`config.mk`:
```
export PLATFORM = sky130hd
export DESIGN_NAME = modular_exponentiation_top_flat
export DESIGN_NICKNAME = d
export VERILOG_FILES = /design/src/hdl/mexp_pkg.sv /design/src/hdl/mexp_in_if.sv /design/src/hdl/mexp_out_if.sv /design/src/hdl/modular_exponentiation_top.sv /design/src/flat_wrapper.sv
export SDC_FILE = /design/constraint.sdc
export NUM_CORES = 1
export LEC_CHECK = 0
export BUFFER_PORTS_ARGS = -buffer_cell sky130_fd_sc_hd__buf_2
export CAP_MARGIN = 10
export CORE_AREA = 2 2 226 228
export CTS_BUF_LIST = sky130_fd_sc_hd__clkbuf_2 sky130_fd_sc_hd__clkbuf_4 sky130_fd_sc_hd__clkbuf_8
export DETAILED_ROUTE_END_ITERATION = 8
export DIE_AREA = 0 0 228 230
export GPL_ROUTABILITY_DRIVEN = 0
export GPL_TIMING_DRIVEN = 1
export PLACE_DENSITY_LB_ADDON = 0.15
export SYNTH_ARGS = -nofsm -noshare
export SYNTH_HDL_FRONTEND = slang
export SYNTH_SLANG_ARGS = --single-unit
```
`constraint.sdc`:
```
create_clock -name clk -period 12.2 [get_ports clk]
set_input_delay 1.22 -clock clk [delete_from_list [all_inputs] [get_ports clk]]
set_output_delay 1.22 -clock clk [all_outputs]
set_load 0.01 [all_outputs]
```
`src/hdl/mexp_pkg.sv`:
```
// ----------------------------------------------------------------------------
// mexp_pkg
// shared widths and defaults for the modular exponentiation block
// ----------------------------------------------------------------------------
package mexp_pkg;

  localparam int BASE_WIDTH = 63;
  localparam int EXPF_WIDTH = 63;
  localparam int RES_WIDTH  = 31;
  localparam int CFG_WIDTH  = 31;

  localparam int MOD_WIDTH_DEF = 31;
  localparam int EXP_WIDTH_DEF = 63;

  localparam logic [CFG_WIDTH-1:0] MODULUS_RESET = 31'd1000000007;

  localparam int CNT_WIDTH = $clog2(BASE_WIDTH);

endpackage

```
`src/hdl/mexp_in_if.sv`:
```
// ----------------------------------------------------------------------------
// mexp_in_if
// input channel: base and exponent with valid/ready
// ----------------------------------------------------------------------------
interface mexp_in_if;
  import mexp_pkg::*;

  logic                  valid;
  logic                  ready;
  logic [BASE_WIDTH-1:0] base_value;
  logic [EXPF_WIDTH-1:0] exponent;

  modport source (output valid, output base_value, output exponent, input ready);
  modport sink   (input valid, input base_value, input exponent, output ready);
endinterface

```
`src/hdl/mexp_out_if.sv`:
```
// ----------------------------------------------------------------------------
// mexp_out_if
// result channel: reduced power with valid/ready
// ----------------------------------------------------------------------------
interface mexp_out_if;
  import mexp_pkg::*;

  logic                 valid;
  logic                 ready;
  logic [RES_WIDTH-1:0] power_result;

  modport source (output valid, output power_result, input ready);
  modport sink   (input valid, input power_result, output ready);
endinterface

```
`src/hdl/modular_exponentiation_top.sv`:
```
// ----------------------------------------------------------------------------
// modular_exponentiation_top
// right-to-left square-and-multiply, base^exponent mod modulus, bit-serial
// throughput: one item at a time; a new input is taken only in the idle state,
//   which is entered when the result is loaded; loading waits while an
//   earlier result is not yet taken; set by the 63-step base reduction
//   and the bit-serial multipliers
// reset: synchronous, modulus returns to 1000000007, no item in flight
// ----------------------------------------------------------------------------
module modular_exponentiation_top #(
  parameter int MOD_WIDTH = mexp_pkg::MOD_WIDTH_DEF,
  parameter int EXP_WIDTH = mexp_pkg::EXP_WIDTH_DEF
) (
  input  logic                           clk,
  input  logic                           rst,
  input  logic                           cfg_wr_en,
  input  logic [mexp_pkg::CFG_WIDTH-1:0] cfg_wr_data,
  mexp_in_if.sink                        in_ch,
  mexp_out_if.source                     out_ch
);
  import mexp_pkg::*;

  localparam logic [2:0] S_IDLE = 3'd0;
  localparam logic [2:0] S_RED  = 3'd1;
  localparam logic [2:0] S_CHK  = 3'd2;
  localparam logic [2:0] S_MUL  = 3'd3;
  localparam logic [2:0] S_UPD  = 3'd4;
  localparam logic [2:0] S_DONE = 3'd5;

  function automatic logic [MOD_WIDTH-1:0] red_step(
    input logic [MOD_WIDTH-1:0] r,
    input logic                 sel,
    input logic [MOD_WIDTH-1:0] m
  );
    logic [MOD_WIDTH:0] t;
    t = {r, sel};
    if (t >= {1'b0, m}) t = t - {1'b0, m};
    return t[MOD_WIDTH-1:0];
  endfunction

  function automatic logic [MOD_WIDTH-1:0] mul_step(
    input logic [MOD_WIDTH-1:0] r,
    input logic                 sel,
    input logic [MOD_WIDTH-1:0] addend,
    input logic [MOD_WIDTH-1:0] m
  );
    logic [MOD_WIDTH+1:0] t;
    logic [MOD_WIDTH+1:0] m1;
    logic [MOD_WIDTH+1:0] m2;
    t  = {1'b0, r, 1'b0} + (sel ? {2'b00, addend} : '0);
    m1 = {2'b00, m};
    m2 = {1'b0, m, 1'b0};
    if (t >= m2) t = t - m2;
    else if (t >= m1) t = t - m1;
    return t[MOD_WIDTH-1:0];
  endfunction

  logic [MOD_WIDTH-1:0]  modulus;
  logic [MOD_WIDTH-1:0]  m_eff;
  logic [2:0]            state;
  logic [CNT_WIDTH-1:0]  cnt;
  logic [BASE_WIDTH-1:0] base_sr;
  logic [EXP_WIDTH-1:0]  e;
  logic [MOD_WIDTH-1:0]  acc;
  logic [MOD_WIDTH-1:0]  b;
  logic [MOD_WIDTH-1:0]  xa;
  logic [MOD_WIDTH-1:0]  xb;
  logic [MOD_WIDTH-1:0]  ra;
  logic [MOD_WIDTH-1:0]  rb;
  logic                  out_valid;
  logic [RES_WIDTH-1:0]  out_data;

  assign m_eff = (modulus == '0) ? MOD_WIDTH'(1) : modulus;

  assign in_ch.ready         = (state == S_IDLE);
  assign out_ch.valid        = out_valid;
  assign out_ch.power_result = out_data;

  always_ff @(posedge clk) begin
    if (rst) begin
      modulus <= MODULUS_RESET[MOD_WIDTH-1:0];
    end else if (cfg_wr_en) begin
      modulus <= cfg_wr_data[MOD_WIDTH-1:0];
    end
  end

  always_ff @(posedge clk) begin
    if (rst) begin
      state     <= S_IDLE;
      out_valid <= 1'b0;
    end else begin
      if (out_valid && out_ch.ready) begin
        out_valid <= 1'b0;
      end
      case (state)
        S_IDLE: begin
          if (in_ch.valid) begin
            base_sr <= in_ch.base_value;
            e       <= in_ch.exponent[EXP_WIDTH-1:0];
            acc     <= MOD_WIDTH'(1);
            rb      <= '0;
            cnt     <= CNT_WIDTH'(BASE_WIDTH - 1);
            state   <= S_RED;
          end
        end
        S_RED: begin
          rb      <= red_step(rb, base_sr[BASE_WIDTH-1], m_eff);
          base_sr <= base_sr << 1;
          if (cnt == '0) begin
            state <= S_UPD;
          end else begin
            cnt <= cnt - 1'b1;
          end
        end
        S_UPD: begin
          // first pass only moves the reduced base, e[0] acc update skipped
          b <= rb;
          if (cnt == '1) begin
            if (e[0]) acc <= ra;
            e <= e >> 1;
          end
          state <= S_CHK;
        end
        S_CHK: begin
          if (e == '0) begin
            state <= S_DONE;
          end else begin
            xa    <= acc;
            xb    <= b;
            ra    <= '0;
            rb    <= '0;
            cnt   <= CNT_WIDTH'(MOD_WIDTH - 1);
            state <= S_MUL;
          end
        end
        S_MUL: begin
          ra  <= mul_step(ra, xa[MOD_WIDTH-1], b, m_eff);
          rb  <= mul_step(rb, xb[MOD_WIDTH-1], b, m_eff);
          xa  <= xa << 1;
          xb  <= xb << 1;
          cnt <= cnt - 1'b1;
          if (cnt == '0) begin
            state <= S_UPD;
          end
        end
        S_DONE: begin
          if (!out_valid) begin
            out_valid <= 1'b1;
            out_data  <= RES_WIDTH'(acc);
            state     <= S_IDLE;
          end
        end
        default: begin
          state <= S_IDLE;
        end
      endcase
    end
  end

endmodule

```
`src/flat_wrapper.sv`:
```
// flat-port wrapper written by rule: the top's interface ports become plain ports
module modular_exponentiation_top_flat import mexp_pkg::*;
#(
  parameter int MOD_WIDTH = mexp_pkg::MOD_WIDTH_DEF,
  parameter int EXP_WIDTH = mexp_pkg::EXP_WIDTH_DEF
)
  (clk, rst, cfg_wr_en, cfg_wr_data, in_ch_valid, in_ch_base_value, in_ch_exponent, in_ch_ready, out_ch_valid, out_ch_power_result, out_ch_ready);
  mexp_in_if in_ch_i ();
  mexp_out_if out_ch_i ();
  input  logic clk;
  input  logic rst;
  input  logic cfg_wr_en;
  input  logic [mexp_pkg::CFG_WIDTH-1:0] cfg_wr_data;
  input wire logic [$bits(in_ch_i.valid)-1:0] in_ch_valid;
  input wire logic [$bits(in_ch_i.base_value)-1:0] in_ch_base_value;
  input wire logic [$bits(in_ch_i.exponent)-1:0] in_ch_exponent;
  output wire logic [$bits(in_ch_i.ready)-1:0] in_ch_ready;
  output wire logic [$bits(out_ch_i.valid)-1:0] out_ch_valid;
  output wire logic [$bits(out_ch_i.power_result)-1:0] out_ch_power_result;
  input wire logic [$bits(out_ch_i.ready)-1:0] out_ch_ready;
  assign in_ch_i.valid = in_ch_valid;
  assign in_ch_i.base_value = in_ch_base_value;
  assign in_ch_i.exponent = in_ch_exponent;
  assign in_ch_ready = in_ch_i.ready;
  assign out_ch_valid = out_ch_i.valid;
  assign out_ch_power_result = out_ch_i.power_result;
  assign out_ch_i.ready = out_ch_ready;
  modular_exponentiation_top #(.MOD_WIDTH(MOD_WIDTH), .EXP_WIDTH(EXP_WIDTH)) u_core (.clk(clk), .rst(rst), .cfg_wr_en(cfg_wr_en), .cfg_wr_data(cfg_wr_data), .in_ch(in_ch_i), .out_ch(out_ch_i));
endmodule
```
### Word-level counts from Yosys, hierarchy flattened

Index checks and enable logic that the tools add are counted.

* register bits after elaboration: 384
* bits of input ports: 162
* output and inout bits: 33
* word-level logic and storage cells: 97

* add/subtract/negate cells: 8
* $lt $le $gt $ge: 5
* equal/unequal tests: 13
* multiplexer cells: 37
* bitwise logic cells: 2
* reductions and logical operators: 19

Operators by type and width (count)
* $mux 31: 15
* $pmux 63 s2: 2
* $pmux 31 s2: 4
* $mux 63: 3
* $sub 31x31->31: 5
* $pmux 31 s4: 1
* $add 32x31->33: 2
* $ge 33x31->1: 2
* $ge 33x32->1: 2
* $logic_not 63->1: 1
* $ge 32x31->1: 1
* $logic_not 31->1: 1
* $pmux 6 s4: 1
* $mux 6: 3
* $pmux 3 s5: 1
* $mux 3: 4
* $reduce_and 3->1: 4
* $reduce_and 5->1: 2
* $ne 2x2->1 const B: 4
* $reduce_and 4->1: 2
* $eq 3x2->1 const B: 2
* $eq 3x3->1 const B: 2
* $eq 6x6->1 const B: 1
* $logic_not 6->1: 1
* other kinds (11): 18

### Logic depth before layout (Yosys ltp)

Gate-level depths: netlist of run 1.

* depth after elaboration: 6
* gate-level depth with buffers: 27
* gate-level depth less buffers: 24

### Least setup slack after synthesis of run 1

No wires, ideal clock.

* kind: reg-to-reg
* start: register u_core.xb[30]
* end: register u_core.rb[15] (data pin)
* setup time: 265 ps
* arrival time: 5523 ps
* setup slack: 6412 ps
* stages on the path, launching flop included: 27
* buffers on the path: 3
* clock period less this slack: 5788 ps
* cell sequence: edfxtp_1 > clkbuf_1 > and2_1 > ha_1 > fa_1 > a211o_1 > a211oi_1 > or2_2 > o21ai_2 > a221o_1 > a21oi_1 > o21ai_0 > xor2_1 > ha_1 > and3_1 > nand2_1 > a31oi_1 > nor4_2 > o21ai_2 > nand3_2 > a21oi_2 > or4_4 > buf_6 > buf_8 > mux2_4 > a22oi_2 > o21ai_1

* cells in the longest elaborated chain, start to end: 6

Ends and longest elaborated chain
* start, declared: RTL line modular_exponentiation_top.sv:67 `logic [MOD_WIDTH-1:0] xb;`
* start signal, assigned: RTL line modular_exponentiation_top.sv:140 `xb <= xb << 1;`
* $mux 31 (*): RTL line modular_exponentiation_top.sv:50 `t = {1'b0, r, 1'b0} + (sel ? {2'b00, addend} : '0);`
* $add 32x31->33 (*): RTL line modular_exponentiation_top.sv:50
* $sub 31x31->31 or $ge 33x31->1 (tied branches): RTL line modular_exponentiation_top.sv:54 `else if (t >= m1) t = t - m1;`
* $mux 31: RTL line modular_exponentiation_top.sv:54
* $mux 31 (*): RTL line modular_exponentiation_top.sv:53 `if (t >= m2) t = t - m2;`
* $pmux 31 s4 (*): RTL line modular_exponentiation_top.sv:95 `case (state)`
* end signal, assigned: RTL line modular_exponentiation_top.sv:107 `rb <= red_step(rb, base_sr[BASE_WIDTH-1], m_eff);`
* end signal, assigned: RTL line modular_exponentiation_top.sv:138 `rb <= mul_step(rb, xb[MOD_WIDTH-1], b, m_eff);`
* end, declared: RTL line modular_exponentiation_top.sv:69 `logic [MOD_WIDTH-1:0] rb;`

Every way passes the cells marked *; elsewhere a longest branch is shown, timed or not.
A chain may end at the register's enable or synchronous reset.

### Worst setup path after layout of run 1

* start: register u_core.xa[30]
* end: register u_core.ra[0] (data pin)

* cells in the longest elaborated chain, start to end: 6

Ends and longest elaborated chain
* start, declared: RTL line modular_exponentiation_top.sv:66 `logic [MOD_WIDTH-1:0] xa;`
* start signal, assigned: RTL line modular_exponentiation_top.sv:139 `xa <= xa << 1;`
* $mux 31 (*): RTL line modular_exponentiation_top.sv:50
* $add 32x31->33 (*): RTL line modular_exponentiation_top.sv:50
* $sub 31x31->31 or $ge 33x31->1 (tied branches): RTL line modular_exponentiation_top.sv:54
* $mux 31: RTL line modular_exponentiation_top.sv:54
* $mux 31 (*): RTL line modular_exponentiation_top.sv:53
* $pmux 31 s2 (*): RTL line modular_exponentiation_top.sv:95
* end signal, assigned: RTL line modular_exponentiation_top.sv:137 `ra <= mul_step(ra, xa[MOD_WIDTH-1], b, m_eff);`
* end, declared: RTL line modular_exponentiation_top.sv:68 `logic [MOD_WIDTH-1:0] ra;`

Marked as above.

==> impl_metrics.json, run 1 <==
{
  "run_status": "complete, no violations",
  "tightestPinTransition_ns": 1.12,
  "worst_setup_path_start_kind": "flop",
  "ant_nets": 0,
  "final_util": 0.607,
  "avgSynthCellArea_um2": 9.19,
  "grt_max_degree": 82,
  "place_ws_ns": 5.08,
  "dieArea_mm2": 0.0524,
  "postCtsHoldBufs": 0,
  "die_h_um": 230,
  "multi_input_area_mm2": 0.0155,
  "fin_setup_tns_ns": 0,
  "dr_total_vias": 23200,
  "cts_buffer_depth": 3,
  "drtIter0Drc": 2241,
  "drv_cap": 0,
  "synth_edf_count": 349,
  "synthToLayoutAreaGrowth_pct": 10.7,
  "drc": 0,
  "clkTransAtPathRegs_ns": 0.06,
  "max_stage_delay_ns": 0.87,
  "nets": 3535,
  "synth_cells": 2975,
  "setup_viol": 0,
  "end_kind": "flop",
  "worstSkewPairLatency_ns": 0.67,
  "antenna_found_initial": 0,
  "p_sw_frac": 0.374,
  "hp-class": "flop to flop",
  "yosysUniqueCellTypes": 96,
  "post-dp-hpwl_mm": 57.0,
  "ir_drop_v": 0.0000947,
  "cts_root_buf": "clkbuf_8",
  "powerDensity_mw_per_mm2": 162,
  "cp_top_family": "compound AO/OA/AOI/OAI gates",
  "drive_gt1_frac": 0.123,
  "fillers": 4358,
  "routed_wl_mm": 74.7,
  "clock_power_share": 0.248,
  "critPathSlowestCell": "edfxtp_1",
  "crit_chain": "and2_1 -> ha_1 -> inv_1 -> fa_1 -> nor2b_1 -> o31ai_1 -> a21oi_1 -> a21oi_1 -> nor2b_1 -> o21ai_0 -> a221oi_1 -> ha_1 -> and3_1 -> a221o_1 -> a31oi_1 -> a2bb2oi_1 -> o21ai_1 -> a221oi_2 -> o21ai_1 -> a211oi_4 -> buf_4 -> nand2_1 -> mux2_1 -> nor2_1",
  "start_util": 0.548,
  "critical_path_class": "flop to flop",
  "antennaDiodeCount": 0,
  "rsz0062_at_grt": "false",
  "grtUsageTotal": 0.279,
  "path_max_fanout": 52,
  "netlist_area_mm2": 0.0273,
  "synthArstFlopShare": 0,
  "ys.flop_type": "edfxtp_1",
  "combPwrFrac": 0.406,
  "path_buf_inv": 2,
  "vias_per_cell": 6.01,
  "required_ns": 12.71,
  "design.core.area_mm2": 0.0499,
  "power_leakage_uw": 0.0132,
  "timing.slew.headroom": 0.250,
  "fin_ws_ns": 4.95,
  "dr.pass1.iters": 8,
  "wl_per_cell_um": 19.3,
  "fmax_ghz": 0.138,
  "fin_skew_ns": 0.0451,
  "cp_data_arrival_time_ns": 7.76,
  "regArea_mm2": 0.0112,
  "p_int_uw": 3060,
  "grt_pass1_wl_mm": 117,
  "io_pins": 195,
  "yosys_register_bits": 384,
  "syn-num-nets": 3360,
  "cts_resized": 0,
  "net-switching-power_uw": 1830,
  "cts_max_level": 3,
  "clkSinkCount": 384,
  "rows": 82,
  "hold_viol": 0,
  "grt_pass1_vias": 22400,
  "final_common_cell": "nand2_1",
  "min_period_ns": 7.25,
  "cts_buffers": 68,
  "die_w_um": 228,
  "report.final.slew_viol_count": 0,
  "io_buffer_count": 194,
  "overflow": 0,
  "cts_tree": "done",
  "yosysSeqAreaShare": 0.409,
  "yosysWarningCount": 0,
  "fin_crit_sh": 0.594,
  "power.share.sequential": 0.346,
  "final_cell_mix": "nand2_1 (694), edfxtp_1 (349), ha_1 (216)",
  "postCtsSetupBuffers": 0
}
layer usage:
metal,track usage,wire [um]
met1,0.382,32800
met2,0.447,33300
met3,0.0434,5870
met4,0.110,2680
met5,0,0
final timing paths:
kind	depth (start not counted)	startpoint	slack, ns	endpoint
worst max-delay path	24	u_core.xa[30]$_DFFE_PP_	4.95	u_core.ra[0]$_SDFFCE_PN0P_
worst min-delay path	0	u_core.acc[0]$_SDFFCE_PN1P_	0.45	u_core.out_ch.power_result[0]$_DFFE_PP_
worst max register to register	24	u_core.xa[30]$_DFFE_PP_	4.95	u_core.ra[0]$_SDFFCE_PN0P_
worst min register to register	0	u_core.acc[0]$_SDFFCE_PN1P_	0.45	u_core.out_ch.power_result[0]$_DFFE_PP_
sequential cells by signal (all words and copies together), names as in the netlist:
register and cells:
u_core.base_sr 63, u_core.e 63, u_core.acc 31, u_core.b 31, u_core.modulus 31, u_core.out_ch.power_result 31
u_core.ra 31, u_core.rb 31, u_core.xa 31, u_core.xb 31, u_core.cnt 6, u_core.state 3
u_core.out_ch.valid 1
power by group through the flow:
stage               clock [uW]  combinational [uW]  sequential [uW]
floorplan                    0                1510             1690
global placement             0                1880             1710
detailed placement           0                1930             1720
CTS                       1250                1940             1690
global route              1300                2180             1700
finish                    1210                1990             1690
worst reg2reg max path: cells and delay by family, from the launching register on:
kind                     cells  cell delay [ns]
AO/OA/AOI/OAI               12             3.40
AND/OR/NAND/NOR              6             1.01
adder cells (fa/ha/maj)      3             0.95
multiplexers                 1             0.35
flip-flops                   1             0.87
buffers and inverters        2             0.54
synth_stat cells (all sizes together), types with 68 or more instances:
| master | count | area (um2) |
|---|---|---|
| a21oi | 189 | 950 |
| o21ai | 115 | 587 |
| nand2 | 697 | 2620 |
| and2 | 77 | 484 |
| a21o | 89 | 668 |
| nor2 | 150 | 568 |
| inv | 82 | 308 |
| xor2 | 68 | 596 |
| clkbuf | 83 | 312 |
| edfxtp | 349 | 10500 |
| ha | 216 | 2700 |
| xnor2 | 119 | 1040 |
layout make-up:
cell class / instances / share of cell area
clock buffer: 91 / 0.0374
sequential: 384 / 0.369
clock inverter: 23 / 0.00715
tap: 672 / 0.0278
multi-input combinational: 2398 / 0.511
timing repair buffer: 215 / 0.0373
inverter: 83 / 0.0103
through the flow:
stage | hold slack, ns | total power (uW) | area [um2] | std cells
floorplan | 0.417 | 3200 | 27300 | 2975
detailed placement | 0.434 | 3650 | 28900 | 3752
CTS | 0.446 | 4880 | 30300 | 3866
global placement | 0.431 | 3590 | 28900 | 3752
finish | 0.446 | 4890 | 30300 | 3866
global route | 0.453 | 5180 | 30300 | 3866
cell families after synthesis:
| kind of cell | synth area share |
|---|---|
| AND/OR/NAND/NOR | 0.200 |
| AO/OA/AOI/OAI | 0.171 |
| flip-flops | 0.409 |
| adder cells (fa/ha/maj) | 0.105 |
| buffers and inverters | 0.0290 |
| XOR/XNOR | 0.0599 |
| multiplexers | 0.0266 |
Note: power is estimated with default switching activity, not from simulation.
==> inputs of run 2 (changes only) <==
==> constraint.sdc (replaced) <==
create_clock -name clk -period 6.49 [get_ports clk]
set_input_delay 0.649 -clock clk [delete_from_list [all_inputs] [get_ports clk]]
set_output_delay 0.649 -clock clk [all_outputs]
set_load 0.01 [all_outputs]
==> impl_metrics.json, run 2 (synthesis results as in run 1) <==
{
  "run_status": "complete, no violations",
  "design.core.area_mm2": 0.0499,
  "io_pins": 195,
  "nets": 3558,
  "final_cell_mix": "nand2_1 (694), edfxtp_1 (349), ha_1 (216)",
  "ir_drop_v": 0.000234,
  "overflow": 0,
  "hp-class": "input port to flop",
  "holdPathEnd": "u_core.modulus[5]$_SDFFE_PP0P_",
  "dr_total_vias": 23400,
  "post_dp_cell_area_mm2": 0.0290,
  "io_buffer_count": 194,
  "rrSetupSlack_ns": 0.27,
  "rsz0062_at_grt": "false",
  "power_leakage_uw": 0.0134,
  "drive_gt1_frac": 0.133,
  "timing.slew.headroom": 0.211,
  "grt_max_degree": 83,
  "cp_data_arrival_time_ns": 6.64,
  "start_util": 0.548,
  "worstSkewPairLatency_ns": 0.67,
  "clkTransAtPathRegs_ns": 0.07,
  "grtUsageTotal": 0.286,
  "hold_viol": 0,
  "required_ns": 6.91,
  "worst_setup_path_start_kind": "flop",
  "drc": 0,
  "cts_tree": "done",
  "cts_buffer_depth": 3,
  "routed_wl_mm": 76.8,
  "drtIter0Drc": 2167,
  "cts_buffers": 71,
  "place_ws_ns": 0.148,
  "r2r_cells": 24,
  "reg_top3": "u_core.base_sr x63, u_core.e x63",
  "r2r_end": "u_core.rb[19]$_DFFE_PP_",
  "hp-start": "cfg_wr_data[5]",
  "powerDensity_mw_per_mm2": 311,
  "cts_max_level": 3,
  "tightestPinTransition_ns": 1.17,
  "synthToLayoutAreaGrowth_pct": 12.2,
  "final_common_cell": "nand2_1",
  "path_max_fanout": 29,
  "min_period_ns": 6.22,
  "final_area_mm2": 0.0307,
  "final_cells": 3902,
  "whs_path_depth": 3,
  "reg2reg_from": "u_core.xb[30]$_DFFE_PP_",
  "setup_viol": 0,
  "end_kind": "flop",
  "post-dp-hpwl_mm": 57.7,
  "fin_crit_sh": 0.958,
  "vias_per_cell": 5.99,
  "drv_cap": 0,
  "grt_pass1_wl_mm": 120,
  "clkSinkCount": 384,
  "dieArea_mm2": 0.0524,
  "fin_ws_ns": 0.272,
  "die_h_um": 230,
  "grt_pass1_vias": 22700,
  "postCtsHoldBufs": 0,
  "dr.pass1.iters": 6,
  "antenna_found_initial": 0,
  "fmax_ghz": 0.161,
  "placedCellCount": 3765,
  "fin_skew_ns": 0.0304,
  "critical_path_class": "flop to flop",
  "fin_setup_tns_ns": 0,
  "rows": 82,
  "cts_root_buf": "clkbuf_8",
  "report.final.slew_viol_count": 0,
  "wl_per_cell_um": 19.7,
  "ant_nets": 0,
  "die_w_um": 228
}
## run 2: changes by cell type in the layout (fill, tap and decap cells not counted), sizes merged, moves of 2 or more
cell,delta
buf,+18
clkbuf,+7
clkinv,+8
clkinvlp,-2
or4,+2
## run 2: final cells by class
type                       count  area (um2)
clock inverter                31         294
multi-input combinational   2400       15500
sequential                   384       11200
tap                          672         841
antenna                        1        2.50
clock buffer                  98        1250
inverter                      83         312
fill                        4265       19200
timing repair buffer         233        1280
## run 2: worst max-delay path, cell delays in order (launching register included)
cell,delay (ns)
edfxtp_1,0.40
buf_4,0.24
and2_1,0.17
ha_1,0.39
nand2_1,0.07
o21ai_0,0.42
a22o_1,0.25
a22oi_1,0.12
a31oi_1,0.47
a21o_1,0.20
a21oi_1,0.07
xnor2_1,0.32
ha_1,0.35
a21o_1,0.21
a21o_1,0.17
a21oi_1,0.19
o31ai_1,0.13
a221oi_1,0.51
o211a_1,0.24
o311a_1,0.30
buf_4,0.28
nor2_1,0.11
a31oi_4,0.14
xnor2_1,0.14
o21ai_1,0.07
## run 2: routing by layer
| layer | global-route usage | wire (um) | part of all wire | up-vias |
|---|---|---|---|---|
| li1 | - | - | - | 11200 |
| met2 | 0.457 | 34300 | 0.45 | 1043 |
| met1 | 0.388 | 33600 | 0.44 | 10900 |
| met4 | 0.126 | 3190 | 0.041 | 0 |
| met3 | 0.0406 | 5760 | 0.075 | 194 |
| met5 | 0 | 0 | 0 | - |
## run 2: worst max-delay path by stage
stage | end | slack (ns) | from
after floorplan | u_core.rb[15]$_DFFE_PP_ | 0.70 | u_core.xb[30]$_DFFE_PP_
after global placement | u_core.rb[20]$_DFFE_PP_ | 0.33 | u_core.b[1]$_DFFE_PP_
after detailed placement | u_core.rb[5]$_DFFE_PP_ | 0.15 | u_core.b[1]$_DFFE_PP_
after CTS | u_core.rb[5]$_DFFE_PP_ | 0.11 | u_core.b[1]$_DFFE_PP_
after global routing | u_core.rb[13]$_DFFE_PP_ | 0.04 | u_core.xb[30]$_DFFE_PP_
final | u_core.rb[19]$_DFFE_PP_ | 0.27 | u_core.xb[30]$_DFFE_PP_
## run 2: report_power, final
part	total, uW	internal, uW	switching [uW]
Combinational	3830	1520	2310
Clock	2540	1430	1110
Sequential	3180	3030	152
## run 2: per-stage QoR
stage | power (uW) | util | hold slack (ns)
finish | 9540 | 0.615 | 0.228
global route | 10100 | 0.615 | 0.225
CTS | 9450 | 0.613 | 0.193
detailed placement | 6890 | 0.582 | 0.433
global placement | 6780 | 0.582 | 0.431
floorplan | 6010 | - | 0.417
## run 2: timing repair
action                                  4_1_cts  5_1_grt
buffers inserted                              0        5
resized for setup                             0        8
endpoints found under the setup margin        0       32
